[src/rtl/cpg_pkg.sv]
// ----------------------------------------------------------------------------
// CpG site window merger package
// Shared constants and record bundle types for the site scanner and the
// record queue.
// ----------------------------------------------------------------------------
package cpg_pkg;

  // Field widths fixed by the interface.
  localparam int unsigned CHAR_W  = 8;
  localparam int unsigned CHROM_W = 8;
  localparam int unsigned KMER_W  = 8;
  localparam int unsigned OUT_W   = 32;

  // Default position counter width.
  localparam int unsigned POS_BITS_DEF = 32;

  // Matched characters and the k-mer length after reset.
  localparam logic [CHAR_W-1:0] CHAR_C     = 8'd67;
  localparam logic [CHAR_W-1:0] CHAR_G     = 8'd71;
  localparam logic [KMER_W-1:0] KMER_RESET = 8'd25;

  // Record kinds on the output.
  localparam logic REC_SITE = 1'b0;
  localparam logic REC_IVL  = 1'b1;

  // Record slots inside one bundle, in output order.
  localparam int unsigned SLOT_SITE  = 0;
  localparam int unsigned SLOT_CLOSE = 1;
  localparam int unsigned SLOT_LAST  = 2;
  localparam int unsigned SLOTS      = 3;

  // One closed interval as it leaves the block.
  typedef struct packed {
    logic [OUT_W-1:0] start;
    logic [OUT_W-1:0] stop;
    logic [OUT_W-1:0] first;
    logic [OUT_W-1:0] count;
  } ivl_t;

  // All records caused by one input item.
  typedef struct packed {
    logic [CHROM_W-1:0] chrom;
    logic [OUT_W-1:0]   site_pos;
    logic [OUT_W-1:0]   site_idx;
    ivl_t               close_site;
    ivl_t               close_last;
  } bundle_t;

endpackage

[src/rtl/cpg_site_scan.sv]
// ----------------------------------------------------------------------------
// CpG site scanner
// Detects C-G pairs, merges site windows into the open interval and builds
// the bundle of records caused by each accepted character.
// ----------------------------------------------------------------------------
module cpg_site_scan #(
  parameter int unsigned PosBits = cpg_pkg::POS_BITS_DEF
) (
  input  logic                         clk_i,
  input  logic                         rst_ni,
  input  logic [cpg_pkg::KMER_W-1:0]   kmer_len_i,
  input  logic                         accept_i,
  input  logic [cpg_pkg::CHAR_W-1:0]   seq_char_i,
  input  logic [cpg_pkg::CHROM_W-1:0]  chrom_id_i,
  input  logic                         last_char_i,
  output cpg_pkg::bundle_t             bundle_o,
  output logic [cpg_pkg::SLOTS-1:0]    mask_o
);

  localparam int unsigned OW = cpg_pkg::OUT_W;

  // Scanner state.
  logic               prev_c_q, prev_c_d;
  logic [PosBits-1:0] pos_q, pos_d;
  logic               open_q, open_d;
  logic [PosBits:0]   ostart_q, ostart_d;
  logic [PosBits:0]   oend_q, oend_d;
  logic [OW-1:0]      ofirst_q, ofirst_d;
  logic [OW-1:0]      ocount_q, ocount_d;
  logic [OW-1:0]      total_q, total_d;

  // Site and window arithmetic.
  logic               is_site, merge, close_site, close_last;
  logic [PosBits-1:0] cpos;
  logic [PosBits:0]   kmer, site_end, win_start, win_end, seq_len, last_end;

  // State after the site of this character has been merged.
  logic               s1_open;
  logic [PosBits:0]   s1_start, s1_end;
  logic [OW-1:0]      s1_first, s1_count;

  // Zero-extended copies for cutting positions to the output width.
  logic [63:0]        cpos_w, ostart_w, oend_w, s1_start_w, last_end_w;

  always_comb begin
    is_site   = prev_c_q && (seq_char_i == cpg_pkg::CHAR_G);
    cpos      = pos_q - PosBits'(1);
    kmer      = (PosBits + 1)'(kmer_len_i);
    site_end  = {1'b0, cpos} + (PosBits + 1)'(2);
    win_start = (site_end >= kmer) ? site_end - kmer : '0;
    win_end   = {1'b0, cpos} + kmer;
    merge      = is_site && open_q && (oend_q >= site_end);
    close_site = is_site && open_q && !merge;
  end

  // Merge the site window into the open interval or open a new one.
  always_comb begin
    s1_open  = open_q || is_site;
    s1_start = ostart_q;
    s1_end   = oend_q;
    s1_first = ofirst_q;
    s1_count = ocount_q;
    if (merge) begin
      s1_end   = win_end;
      s1_count = ocount_q + OW'(1);
    end else if (is_site) begin
      s1_start = win_start;
      s1_end   = win_end;
      s1_first = total_q;
      s1_count = OW'(1);
    end
  end

  // The final character closes the interval, clamped to the sequence length.
  always_comb begin
    seq_len    = {1'b0, pos_q} + (PosBits + 1)'(1);
    last_end   = (s1_end > seq_len) ? seq_len : s1_end;
    close_last = last_char_i && s1_open;
  end

  // Next state.
  always_comb begin
    ostart_d = s1_start;
    oend_d   = s1_end;
    ofirst_d = s1_first;
    ocount_d = s1_count;
    total_d  = total_q + OW'(is_site);
    if (last_char_i) begin
      open_d   = 1'b0;
      pos_d    = '0;
      prev_c_d = 1'b0;
    end else begin
      open_d   = s1_open;
      pos_d    = pos_q + PosBits'(1);
      prev_c_d = (seq_char_i == cpg_pkg::CHAR_C);
    end
  end

  always_ff @(posedge clk_i or negedge rst_ni) begin
    if (!rst_ni) begin
      prev_c_q <= 1'b0;
      pos_q    <= '0;
      open_q   <= 1'b0;
      ostart_q <= '0;
      oend_q   <= '0;
      ofirst_q <= '0;
      ocount_q <= '0;
      total_q  <= '0;
    end else if (accept_i) begin
      prev_c_q <= prev_c_d;
      pos_q    <= pos_d;
      open_q   <= open_d;
      ostart_q <= ostart_d;
      oend_q   <= oend_d;
      ofirst_q <= ofirst_d;
      ocount_q <= ocount_d;
      total_q  <= total_d;
    end
  end

  // Build the record bundle.
  always_comb begin
    cpos_w     = 64'(cpos);
    ostart_w   = 64'(ostart_q);
    oend_w     = 64'(oend_q);
    s1_start_w = 64'(s1_start);
    last_end_w = 64'(last_end);

    bundle_o.chrom            = chrom_id_i;
    bundle_o.site_pos         = cpos_w[OW-1:0];
    bundle_o.site_idx         = total_q;
    bundle_o.close_site.start = ostart_w[OW-1:0];
    bundle_o.close_site.stop  = oend_w[OW-1:0];
    bundle_o.close_site.first = ofirst_q;
    bundle_o.close_site.count = ocount_q;
    bundle_o.close_last.start = s1_start_w[OW-1:0];
    bundle_o.close_last.stop  = last_end_w[OW-1:0];
    bundle_o.close_last.first = s1_first;
    bundle_o.close_last.count = s1_count;

    mask_o                       = '0;
    mask_o[cpg_pkg::SLOT_SITE]   = is_site;
    mask_o[cpg_pkg::SLOT_CLOSE]  = close_site;
    mask_o[cpg_pkg::SLOT_LAST]   = close_last;
  end

endmodule

[src/rtl/cpg_rec_queue.sv]
// ----------------------------------------------------------------------------
// CpG record queue
// Two-entry queue of record bundles; the head bundle is sent out one record
// per transfer, in slot order.
// ----------------------------------------------------------------------------
module cpg_rec_queue (
  input  logic                          clk_i,
  input  logic                          rst_ni,
  input  logic                          push_i,
  input  cpg_pkg::bundle_t              bundle_i,
  input  logic [cpg_pkg::SLOTS-1:0]     mask_i,
  output logic                          full_o,
  output logic                          out_valid_o,
  input  logic                          out_stall_i,
  output logic                          record_kind_o,
  output logic [cpg_pkg::CHROM_W-1:0]   out_chrom_o,
  output logic [cpg_pkg::OUT_W-1:0]     site_or_start_o,
  output logic [cpg_pkg::OUT_W-1:0]     interval_end_o,
  output logic [cpg_pkg::OUT_W-1:0]     first_site_o,
  output logic [cpg_pkg::OUT_W-1:0]     site_count_o,
  output logic                          last_of_run_o
);

  localparam int unsigned DEPTH = 2;
  localparam int unsigned OW    = cpg_pkg::OUT_W;

  cpg_pkg::bundle_t              ent_q [DEPTH];
  logic [cpg_pkg::SLOTS-1:0]     msk_q [DEPTH];
  logic                          wr_ptr_q, rd_ptr_q;
  logic [1:0]                    cnt_q;

  cpg_pkg::bundle_t              head;
  logic [cpg_pkg::SLOTS-1:0]     head_msk, head_msk_next;
  logic                          xfer, pop;

  // Head record selection.
  always_comb begin
    head          = ent_q[rd_ptr_q];
    head_msk      = msk_q[rd_ptr_q];
    head_msk_next = head_msk & (head_msk - cpg_pkg::SLOTS'(1));
    full_o        = (cnt_q == 2'(DEPTH));
    out_valid_o   = (cnt_q != 2'd0);
    xfer          = out_valid_o && !out_stall_i;
    pop           = xfer && (head_msk_next == '0);
    last_of_run_o = (head_msk_next == '0);
    out_chrom_o   = head.chrom;

    if (head_msk[cpg_pkg::SLOT_SITE]) begin
      record_kind_o   = cpg_pkg::REC_SITE;
      site_or_start_o = head.site_pos;
      interval_end_o  = '0;
      first_site_o    = head.site_idx;
      site_count_o    = OW'(1);
    end else if (head_msk[cpg_pkg::SLOT_CLOSE]) begin
      record_kind_o   = cpg_pkg::REC_IVL;
      site_or_start_o = head.close_site.start;
      interval_end_o  = head.close_site.stop;
      first_site_o    = head.close_site.first;
      site_count_o    = head.close_site.count;
    end else begin
      record_kind_o   = cpg_pkg::REC_IVL;
      site_or_start_o = head.close_last.start;
      interval_end_o  = head.close_last.stop;
      first_site_o    = head.close_last.first;
      site_count_o    = head.close_last.count;
    end
  end

  // Control: pointers, fill count and remaining-record masks.
  always_ff @(posedge clk_i or negedge rst_ni) begin
    if (!rst_ni) begin
      wr_ptr_q <= 1'b0;
      rd_ptr_q <= 1'b0;
      cnt_q    <= '0;
      msk_q[0] <= '0;
      msk_q[1] <= '0;
    end else begin
      if (push_i) begin
        msk_q[wr_ptr_q] <= mask_i;
        wr_ptr_q        <= ~wr_ptr_q;
      end
      if (xfer) begin
        msk_q[rd_ptr_q] <= head_msk_next;
      end
      if (pop) begin
        rd_ptr_q <= ~rd_ptr_q;
      end
      cnt_q <= cnt_q + 2'(push_i) - 2'(pop);
    end
  end

  // Bundle payload storage.
  always_ff @(posedge clk_i) begin
    if (push_i) begin
      ent_q[wr_ptr_q] <= bundle_i;
    end
  end

`ifndef SYNTHESIS
  a_cnt_bound: assert property (@(posedge clk_i) disable iff (!rst_ni)
    cnt_q <= 2'(DEPTH))
    else $error("record queue fill count out of range");

  a_no_push_full: assert property (@(posedge clk_i) disable iff (!rst_ni)
    push_i |-> !full_o)
    else $error("bundle pushed into a full record queue");

  a_head_nonempty: assert property (@(posedge clk_i) disable iff (!rst_ni)
    out_valid_o |-> (head_msk != '0))
    else $error("valid head bundle holds no record");

  a_drain: assert property (@(posedge clk_i) disable iff (!rst_ni)
    (cnt_q == 2'd1 && pop && !push_i) |=> !out_valid_o)
    else $error("record queue still valid after its last bundle left");
`endif

endmodule

[src/rtl/cpg_site_window_merger.sv]
// ----------------------------------------------------------------------------
// CpG site window merger
// Streams sequence characters, reports CpG sites and emits merged windows.
// ----------------------------------------------------------------------------
// One character is taken per cycle while in_stall_o is low. Each character is
// handled by the site scanner, which writes the records it causes (none, or up
// to three: site record, interval closed by the site, interval closed by the
// sequence end) as one bundle into a two-entry queue. The output sends one
// record per transfer, so a character that causes n records holds the output
// for n transfers; input keeps flowing at one character per cycle as long as on
// average no more than one record per character is produced and the output
// is not stalled. in_stall_o rises only when both queue entries are taken.
// kmer_len is written through cfg_we_i/cfg_wdata_i and resets to 25.
module cpg_site_window_merger #(
  parameter int unsigned PosBits = cpg_pkg::POS_BITS_DEF
) (
  input  logic                          clk_i,
  input  logic                          rst_ni,
  input  logic                          cfg_we_i,
  input  logic [cpg_pkg::KMER_W-1:0]    cfg_wdata_i,
  input  logic                          in_valid_i,
  output logic                          in_stall_o,
  input  logic [cpg_pkg::CHAR_W-1:0]    seq_char_i,
  input  logic [cpg_pkg::CHROM_W-1:0]   chrom_id_i,
  input  logic                          last_char_i,
  output logic                          out_valid_o,
  input  logic                          out_stall_i,
  output logic                          record_kind_o,
  output logic [cpg_pkg::CHROM_W-1:0]   out_chrom_o,
  output logic [cpg_pkg::OUT_W-1:0]     site_or_start_o,
  output logic [cpg_pkg::OUT_W-1:0]     interval_end_o,
  output logic [cpg_pkg::OUT_W-1:0]     first_site_o,
  output logic [cpg_pkg::OUT_W-1:0]     site_count_o,
  output logic                          last_of_run_o
);

  logic [cpg_pkg::KMER_W-1:0] kmer_len_q;
  logic                       accept, full;
  cpg_pkg::bundle_t           bundle;
  logic [cpg_pkg::SLOTS-1:0]  mask;

  // Configuration register.
  always_ff @(posedge clk_i or negedge rst_ni) begin
    if (!rst_ni) begin
      kmer_len_q <= cpg_pkg::KMER_RESET;
    end else if (cfg_we_i) begin
      kmer_len_q <= cfg_wdata_i;
    end
  end

  // Input transfer.
  assign in_stall_o = full;
  assign accept     = in_valid_i && !full;

  cpg_site_scan #(
    .PosBits (PosBits)
  ) u_scan (
    .clk_i       (clk_i),
    .rst_ni      (rst_ni),
    .kmer_len_i  (kmer_len_q),
    .accept_i    (accept),
    .seq_char_i  (seq_char_i),
    .chrom_id_i  (chrom_id_i),
    .last_char_i (last_char_i),
    .bundle_o    (bundle),
    .mask_o      (mask)
  );

  cpg_rec_queue u_queue (
    .clk_i           (clk_i),
    .rst_ni          (rst_ni),
    .push_i          (accept && (mask != '0)),
    .bundle_i        (bundle),
    .mask_i          (mask),
    .full_o          (full),
    .out_valid_o     (out_valid_o),
    .out_stall_i     (out_stall_i),
    .record_kind_o   (record_kind_o),
    .out_chrom_o     (out_chrom_o),
    .site_or_start_o (site_or_start_o),
    .interval_end_o  (interval_end_o),
    .first_site_o    (first_site_o),
    .site_count_o    (site_count_o),
    .last_of_run_o   (last_of_run_o)
  );

endmodule

[config.mk]
export PLATFORM = sky130hd
export DESIGN_NAME = cpg_site_window_merger
export DESIGN_NICKNAME = d
export VERILOG_FILES = /design/src/rtl/cpg_pkg.sv /design/src/rtl/cpg_site_scan.sv /design/src/rtl/cpg_rec_queue.sv /design/src/rtl/cpg_site_window_merger.sv
export SDC_FILE = /design/constraint.sdc
export NUM_CORES = 1
export LEC_CHECK = 0
export ABC_AREA = 1
export CAP_MARGIN = 5
export CORE_AREA = 2 2 262 264
export DETAILED_ROUTE_END_ITERATION = 16
export DIE_AREA = 0 0 264 266
export DONT_BUFFER_PORTS = 1
export PLACE_DENSITY = 0.8
export SYNTH_ARGS = -nofsm -noshare
export SYNTH_HDL_FRONTEND = slang
export SYNTH_SLANG_ARGS = --single-unit
export TNS_END_PERCENT = 1
[constraint.sdc]
create_clock -name clk_i -period 35.7 [get_ports clk_i]
set_input_delay 10.71 -clock clk_i [delete_from_list [all_inputs] [get_ports clk_i]]
set_output_delay 10.71 -clock clk_i [all_outputs]
set_load 0.01 [all_outputs]
Word level (Yosys, flattened, before mapping) --
Memories as Yosys holds them, arrays and structs flattened. Cells that the tools add are included.
Word-level totals: bits in registers 213, RAM bits 656, bits of input ports 30, output and inout port bits 140, word-level logic and storage cells 94, memories 1
Cells by class: add/subtract/negate cells 11, order comparisons 7, eq/ne operators 3, multiplexer cells 35, bitwise logic cells 5, reduce and logical (&&, ||, !) cells 18
Memory list:
- u_queue.ent_q | words 2, bits a word 328, rd ports 1, clocked after Yosys merged registers in 0, wr ports 1, RTL line cpg_rec_queue.sv:27 | cpg_pkg::bundle_t ent_q [DEPTH];
Operators with widths (number):
- $mux 32 | 17
- $mux 33 | 2
- $add 32x1->32 const B | 2
- $add 32x1->33 const B | 1
- $add 32x2->33 const B | 1
- $add 32x8->33 | 1
- $ge 33x33->1 | 1
- $ge 33x8->1 | 1
- $gt 33x33->1 | 1
- $add 32x1->32 | 1
- $sub 32x1->32 const B | 1
- $sub 32x8->32 | 1
- $eq 8x7->1 const B | 2
- $mux 3 | 5
- $bwmux 6 | 2
- $mux 6 | 2
- $logic_and 1x1->1 | 11
- $demux 3 s1 | 2
- $mux 1 | 5
- $ge 2x2->1 const B | 2
- $lt 2x1->1 const B | 2
- $not 1->2 | 2
- $and 3x3->3 | 1
- $logic_not 1->1 | 3
- 9 further kinds | 10

Longest topological paths before layout --
depth in word-level cells 11, mapped depth 35, depth with buffers taken out 33

Cells and area by module --
Synthesis repeated with hierarchy kept, for this count alone.
Second synthesis, totals: cells, all modules 4569, area, all modules 42913.7 sq um
Modules (own cells, without submodules):
- cpg_rec_queue | instances 1, cells each 2077, area an instance 25949.9 sq um, sequential area each 19949.1 sq um
- cpg_site_scan | instances 1, cells each 2453, area an instance 16624.7 sq um, sequential area each 4879.7 sq um
- cpg_site_window_merger | instances 1, cells each 39, area an instance 339.1 sq um, sequential area each 203.9 sq um

Worst setup path before layout --
OpenSTA, ideal clock, no wires.
kind input port to flip-flop, start point in seq_char_i[5] in the netlist's numbering, end point reg u_queue.msk_q[5] in the netlist's numbering, library setup time 0.148 ns, data arrival time 27.172 ns, data required time 35.552 ns, setup slack 8.380 ns, stages on the path 9, path buffers 1, cell sequence nor4_1 > nand3_1 > inv_1 > clkbuf_1 > o21ai_0 > nor2_1 > inv_1 > o21ai_0 > o21ai_0
Between the ends: word-level cells in the longest chain between the ends 11, elaborated cells between the ends (all ways) 14, those cells by class 1 x eq/ne; 4 x mux; 9 x reduce/logical
Ends and longest elaborated chain:
- start: declaration | RTL line cpg_site_window_merger.sv:23 | input logic [cpg_pkg::CHAR_W-1:0] seq_char_i,
- $eq 8x7->1 * | RTL line cpg_site_scan.sv:46 | is_site = prev_c_q && (seq_char_i == cpg_pkg::CHAR_G);
- $logic_and 1x1->1 * | RTL line cpg_site_scan.sv:46
- $logic_and 1x1->1 | RTL line cpg_site_scan.sv:52, cpg_site_scan.sv:53
- $logic_and 1x1->1 | RTL line cpg_site_scan.sv:52 | merge = is_site && open_q && (oend_q >= site_end);
- $logic_not 1->1 | RTL line cpg_site_scan.sv:53 | close_site = is_site && open_q && !merge;
- $logic_and 1x1->1 | RTL line cpg_site_scan.sv:53
- $reduce_bool 3->1 | RTL line cpg_site_window_merger.sv:72 | .push_i (accept && (mask != '0)),
- $logic_and 1x1->1 | RTL line cpg_site_window_merger.sv:72
- $mux 6 * | RTL line cpg_rec_queue.sv:78 | if (push_i) begin
- $bwmux 6 | RTL line cpg_rec_queue.sv:83 | msk_q[rd_ptr_q] <= head_msk_next;
- $mux 6 * | RTL line cpg_rec_queue.sv:82 | if (xfer) begin
- end signal: indexed assignment | RTL line cpg_rec_queue.sv:79 | msk_q[wr_ptr_q] <= mask_i;
- end signal: indexed assignment | RTL line cpg_rec_queue.sv:83
- end: declaration | RTL line cpg_rec_queue.sv:28 | logic [cpg_pkg::SLOTS-1:0] msk_q [DEPTH];
Every way passes the cells marked *; elsewhere a longest branch is shown, timed or not. A chain may end at the register's enable or synchronous reset.

==> out/results.tsv <==
stage	metric	value	unit
logic_synthesis	syn_nets	4650	
logic_synthesis	synth_largest_area_cell	edfxtp_1	
hold_path	hold_path.class	reg2reg	
die	pin_count	170	
timing	finalCritPeriodShare	44.40	%
clock_tree	hold_buffers	0	
place	placed_cell_area	0.04391	mm^2
global_routing	grt_pass1_wl	176.6	mm
job	maxCapViolations	0	
final_layout	drive_above_1_share	9.847	%
setup_path	crit_fanout	64	
timing	max_slew.worst_pin.slew	1216	ps
logic_synthesis	synth.distinct_cells	62	
route	ant_nets	0	
logic_synthesis	yosys-top-cells-area	edfxtp_1 45%, dfrtp_1 12%, nand2_1 10%, nor2_1 4.7%, o21ai_0 4.2%	
timing	final-setup-viol-count	0	
final_layout	nNetsFinal	4546	
global_routing	gr-total-overflow	0	
clock_tree	clk_latency	650	ps
power_and_ir_drop	p_per_area	86.02	mW/mm^2
route	via_per_inst	6.146	
logic_synthesis	synthesis.area	0.04340	mm^2
timing	period_minus_slack	15850	ps
die	coreArea	0.06775	mm^2
timing	relSlewSlack	18.62	%
final_layout	diodes	0	
logic_synthesis	synth.yosys.seq_area_share	57.68	%
global_routing	grt_usage	32.60	%
route	drt_iter0_drc	3675	
route	num_vias	33071	
global_routing	antenna_found_initial	0	
power_and_ir_drop	p_leak	18.98	nW
final_layout	fin_area	0.04667	mm^2
global_routing	grt_pass1_vias	31422	
die	die_h	266	um
route	routed_wl	115.0	mm
setup_path	critPathLaunchType	input pin	
setup_path	cp.required	36120	ps
logic_synthesis	synth_top_area_share	45.39	%
clock_tree	cts_resized	0	
die	dieWidth	264	um
timing	rsz0062_at_grt	false	
global_routing	grt_max_degree	215	
setup_path	path_buf_inv	4	
place	io_buffer_count	0	
setup_path	arrival	16280	ps
logic_synthesis	ys_async_sr_fraction	24.51	%
logic_synthesis	synth_cells	4530	
clock_tree	clk_pin_slew	60	ps
clock_tree	cts_buffer_depth	3	
place	hpwl	71.23	mm
logic_synthesis	synth.yosys.warnings	0	
die	die-area	0.07022	mm^2
die	start_util	64.06	%
setup_path	crit_type	in2reg	
route	wl_per_cell	21.36	um
clock_tree	cts_tree	done	
timing	fmax	0.06308	GHz
clock_tree	cts_root_buf	clkbuf_16	
clock_tree	post_cts_buffers	0	
setup_path	cp-end-kind	flop	
status	status	completed	
setup_path	cp_top_family	compound AO/OA/AOI/OAI gates	
setup_path	cpMostUsedCell	o21ai_0	
final_layout	area_delta_synth_final	7.551	%
clock_tree	clock_sinks	869	
logic_synthesis	ys.flop_type	edfxtp_1	
route	dr.pass1.iters	6	
timing	skew	45.40	ps
timing	final_max_slew_viol_count	0	
logic_synthesis	avgSynthCellArea	9.580	um^2
clock_tree	cts_buffers	86	
final_layout	mostFrequentLayoutCells	1204 x nand2_1, 656 x edfxtp_1, 538 x nor2_1	
route	drc_errors	0	
final_layout	layout_commonest_cell	nand2_1	
setup_path	worst_path_max_delay_cell	buf_4	
die	num_rows	96	
timing	holdWs	496.2	ps
logic_synthesis	synth_edf_count	656	
timing	tns	0	ps
place	place.gp.congestion	0.9966	
setup_path	cpPeakStageDelay	720	ps
setup_path	crit_chain	inv_1, nor3_1, nand3_4, buf_4, buf_4, nand2_1, o21ai_0, inv_1, ha_1, o21ai_0, nand3_1, a21boi_0, o21a_1, nor2_1, o21ai_0, nand2_1, o211ai_1, a21oi_1, o21a_1, o21ai_0, nand2_2, o21ai_0	
clock_tree	htree_levels	3	
power_and_ir_drop	vdd_drop_max	0.0001165	V
timing	finalHoldViolCount	0	
logic_synthesis	ys_ff_latch	869	
[flip-flops by register name, indices dropped and copies added, names as in the netlist, 2 cells and up]
register and count:
kmer_len_q 8, u_queue.msk_q 6, u_scan.ostart_q 32, u_scan.oend_q 33, u_queue.ent_q 656, u_scan.pos_q 32
u_scan.ocount_q 32, u_queue.cnt_q 2, u_scan.total_q 32, u_scan.ofirst_q 32
[synth_stat cells (4+ instances only)]
library cell     n
nand3_2         49
buf_4            7
nand4_1         63
mux2i_1         17
buf_2           19
a21oi_1        122
buf_1           22
o221a_2         56
nor2_1         542
ha_1            88
o21ai_1         15
nor2_8           6
o21ai_0        367
buf_6            6
xor2_1          86
nor4_1           9
nand2_2         41
nor2_4          25
nor2_2          32
xnor2_1         22
o211ai_1         6
inv_2           21
nand2_4         14
dfrtp_1        210
nand3_1        195
a211oi_1         4
or2_2            6
o22ai_1         36
edfxtp_1       656
nor3_1          32
o32ai_1          9
clkbuf_1       168
nand2_1       1205
nand3b_1        14
inv_1          230
a31oi_1         88
[worst paths after layout]
kind	start	endpoint	slack, ps	cells past startpoint
max	seq_char_i[2]	u_queue.ent_q[0][95]$_DFFE_PP_	19850	22
max reg2reg	u_scan.pos_q[0]$_DFFE_PN0P_	u_queue.ent_q[0][95]$_DFFE_PP_	27770	30
min reg2reg	u_scan.total_q[17]$_DFFE_PN0P_	u_queue.ent_q[0][273]$_DFFE_PP_	500	0
min in group asynchronous	rst_ni	u_scan.ofirst_q[15]$_DFFE_PN0P_	9760	0
max in group asynchronous	rst_ni	u_scan.pos_q[7]$_DFFE_PN0P_	25500	0
min	u_scan.total_q[17]$_DFFE_PN0P_	u_queue.ent_q[0][273]$_DFFE_PP_	500	0
[routing by layer]
layer,GRT usage (%),up-vias,wire length (um)
met2,54.06,1581,55290
met4,15.39,0,5372
met1,42.90,15894,44660
met5,0,-,0
met3,4.556,274,9634
li1,-,15322,-
[metrics by stage]
stage | utilization, % | power [mW] | setup slack [ps] | instances
CTS | 68.90 | 4.002 | 20030 | 5381
detailed placement | 64.82 | 3.121 | 19390 | 5220
finish | 68.90 | 4.015 | 19850 | 5381
floorplan | - | 2.585 | 8380 | 4530
global route | 68.90 | 4.239 | 19440 | 5381
global placement | 64.82 | 3.075 | 19610 | 5220
[report_power, final]
part	internal [mW]	total (mW)	switching, mW
Sequential	1.19	1.28	0.0908
Combinational	0.501	1.85	1.35
Clock	0.500	0.887	0.388
Total	2.19	4.01	1.83
[layout make-up]
| cell class | count | area, um^2 |
|---|---|---|
| inverter | 254 | 972.2 |
| timing repair buffer | 33 | 297.8 |
| sequential | 869 | 25040 |
| tap | 882 | 1104 |
| fill | 5030 | 21070 |
| clock inverter | 42 | 377.9 |
| multi-input combinational | 3182 | 16500 |
| clock buffer | 119 | 2387 |
[logic make-up after synthesis]
group / after synthesis / share of synthesized area (%)
buffers and inverters: 479 / 4.466
multiplexers: 18 / 0.4180
adder cells (fa/ha/maj): 90 / 2.629
AND/OR/NAND/NOR: 2243 / 22.81
XOR/XNOR: 109 / 2.217
AO/OA/AOI/OAI: 722 / 9.777
flip-flops: 869 / 57.68
[worst reg2reg max path, delay by kind of cell, from the launching register on]
family                     cells  cell delay [ps]
and+or+nand+nor               14             2610
AOI/OAI and AO/OA              7             1880
adders and majority gates      3             1080
xor gates and xnor gates       2              860
buffers and inverters          3              520
DFF                            1              490
muxes                          1              200
No activity file was read; power rests on OpenSTA's default activity.
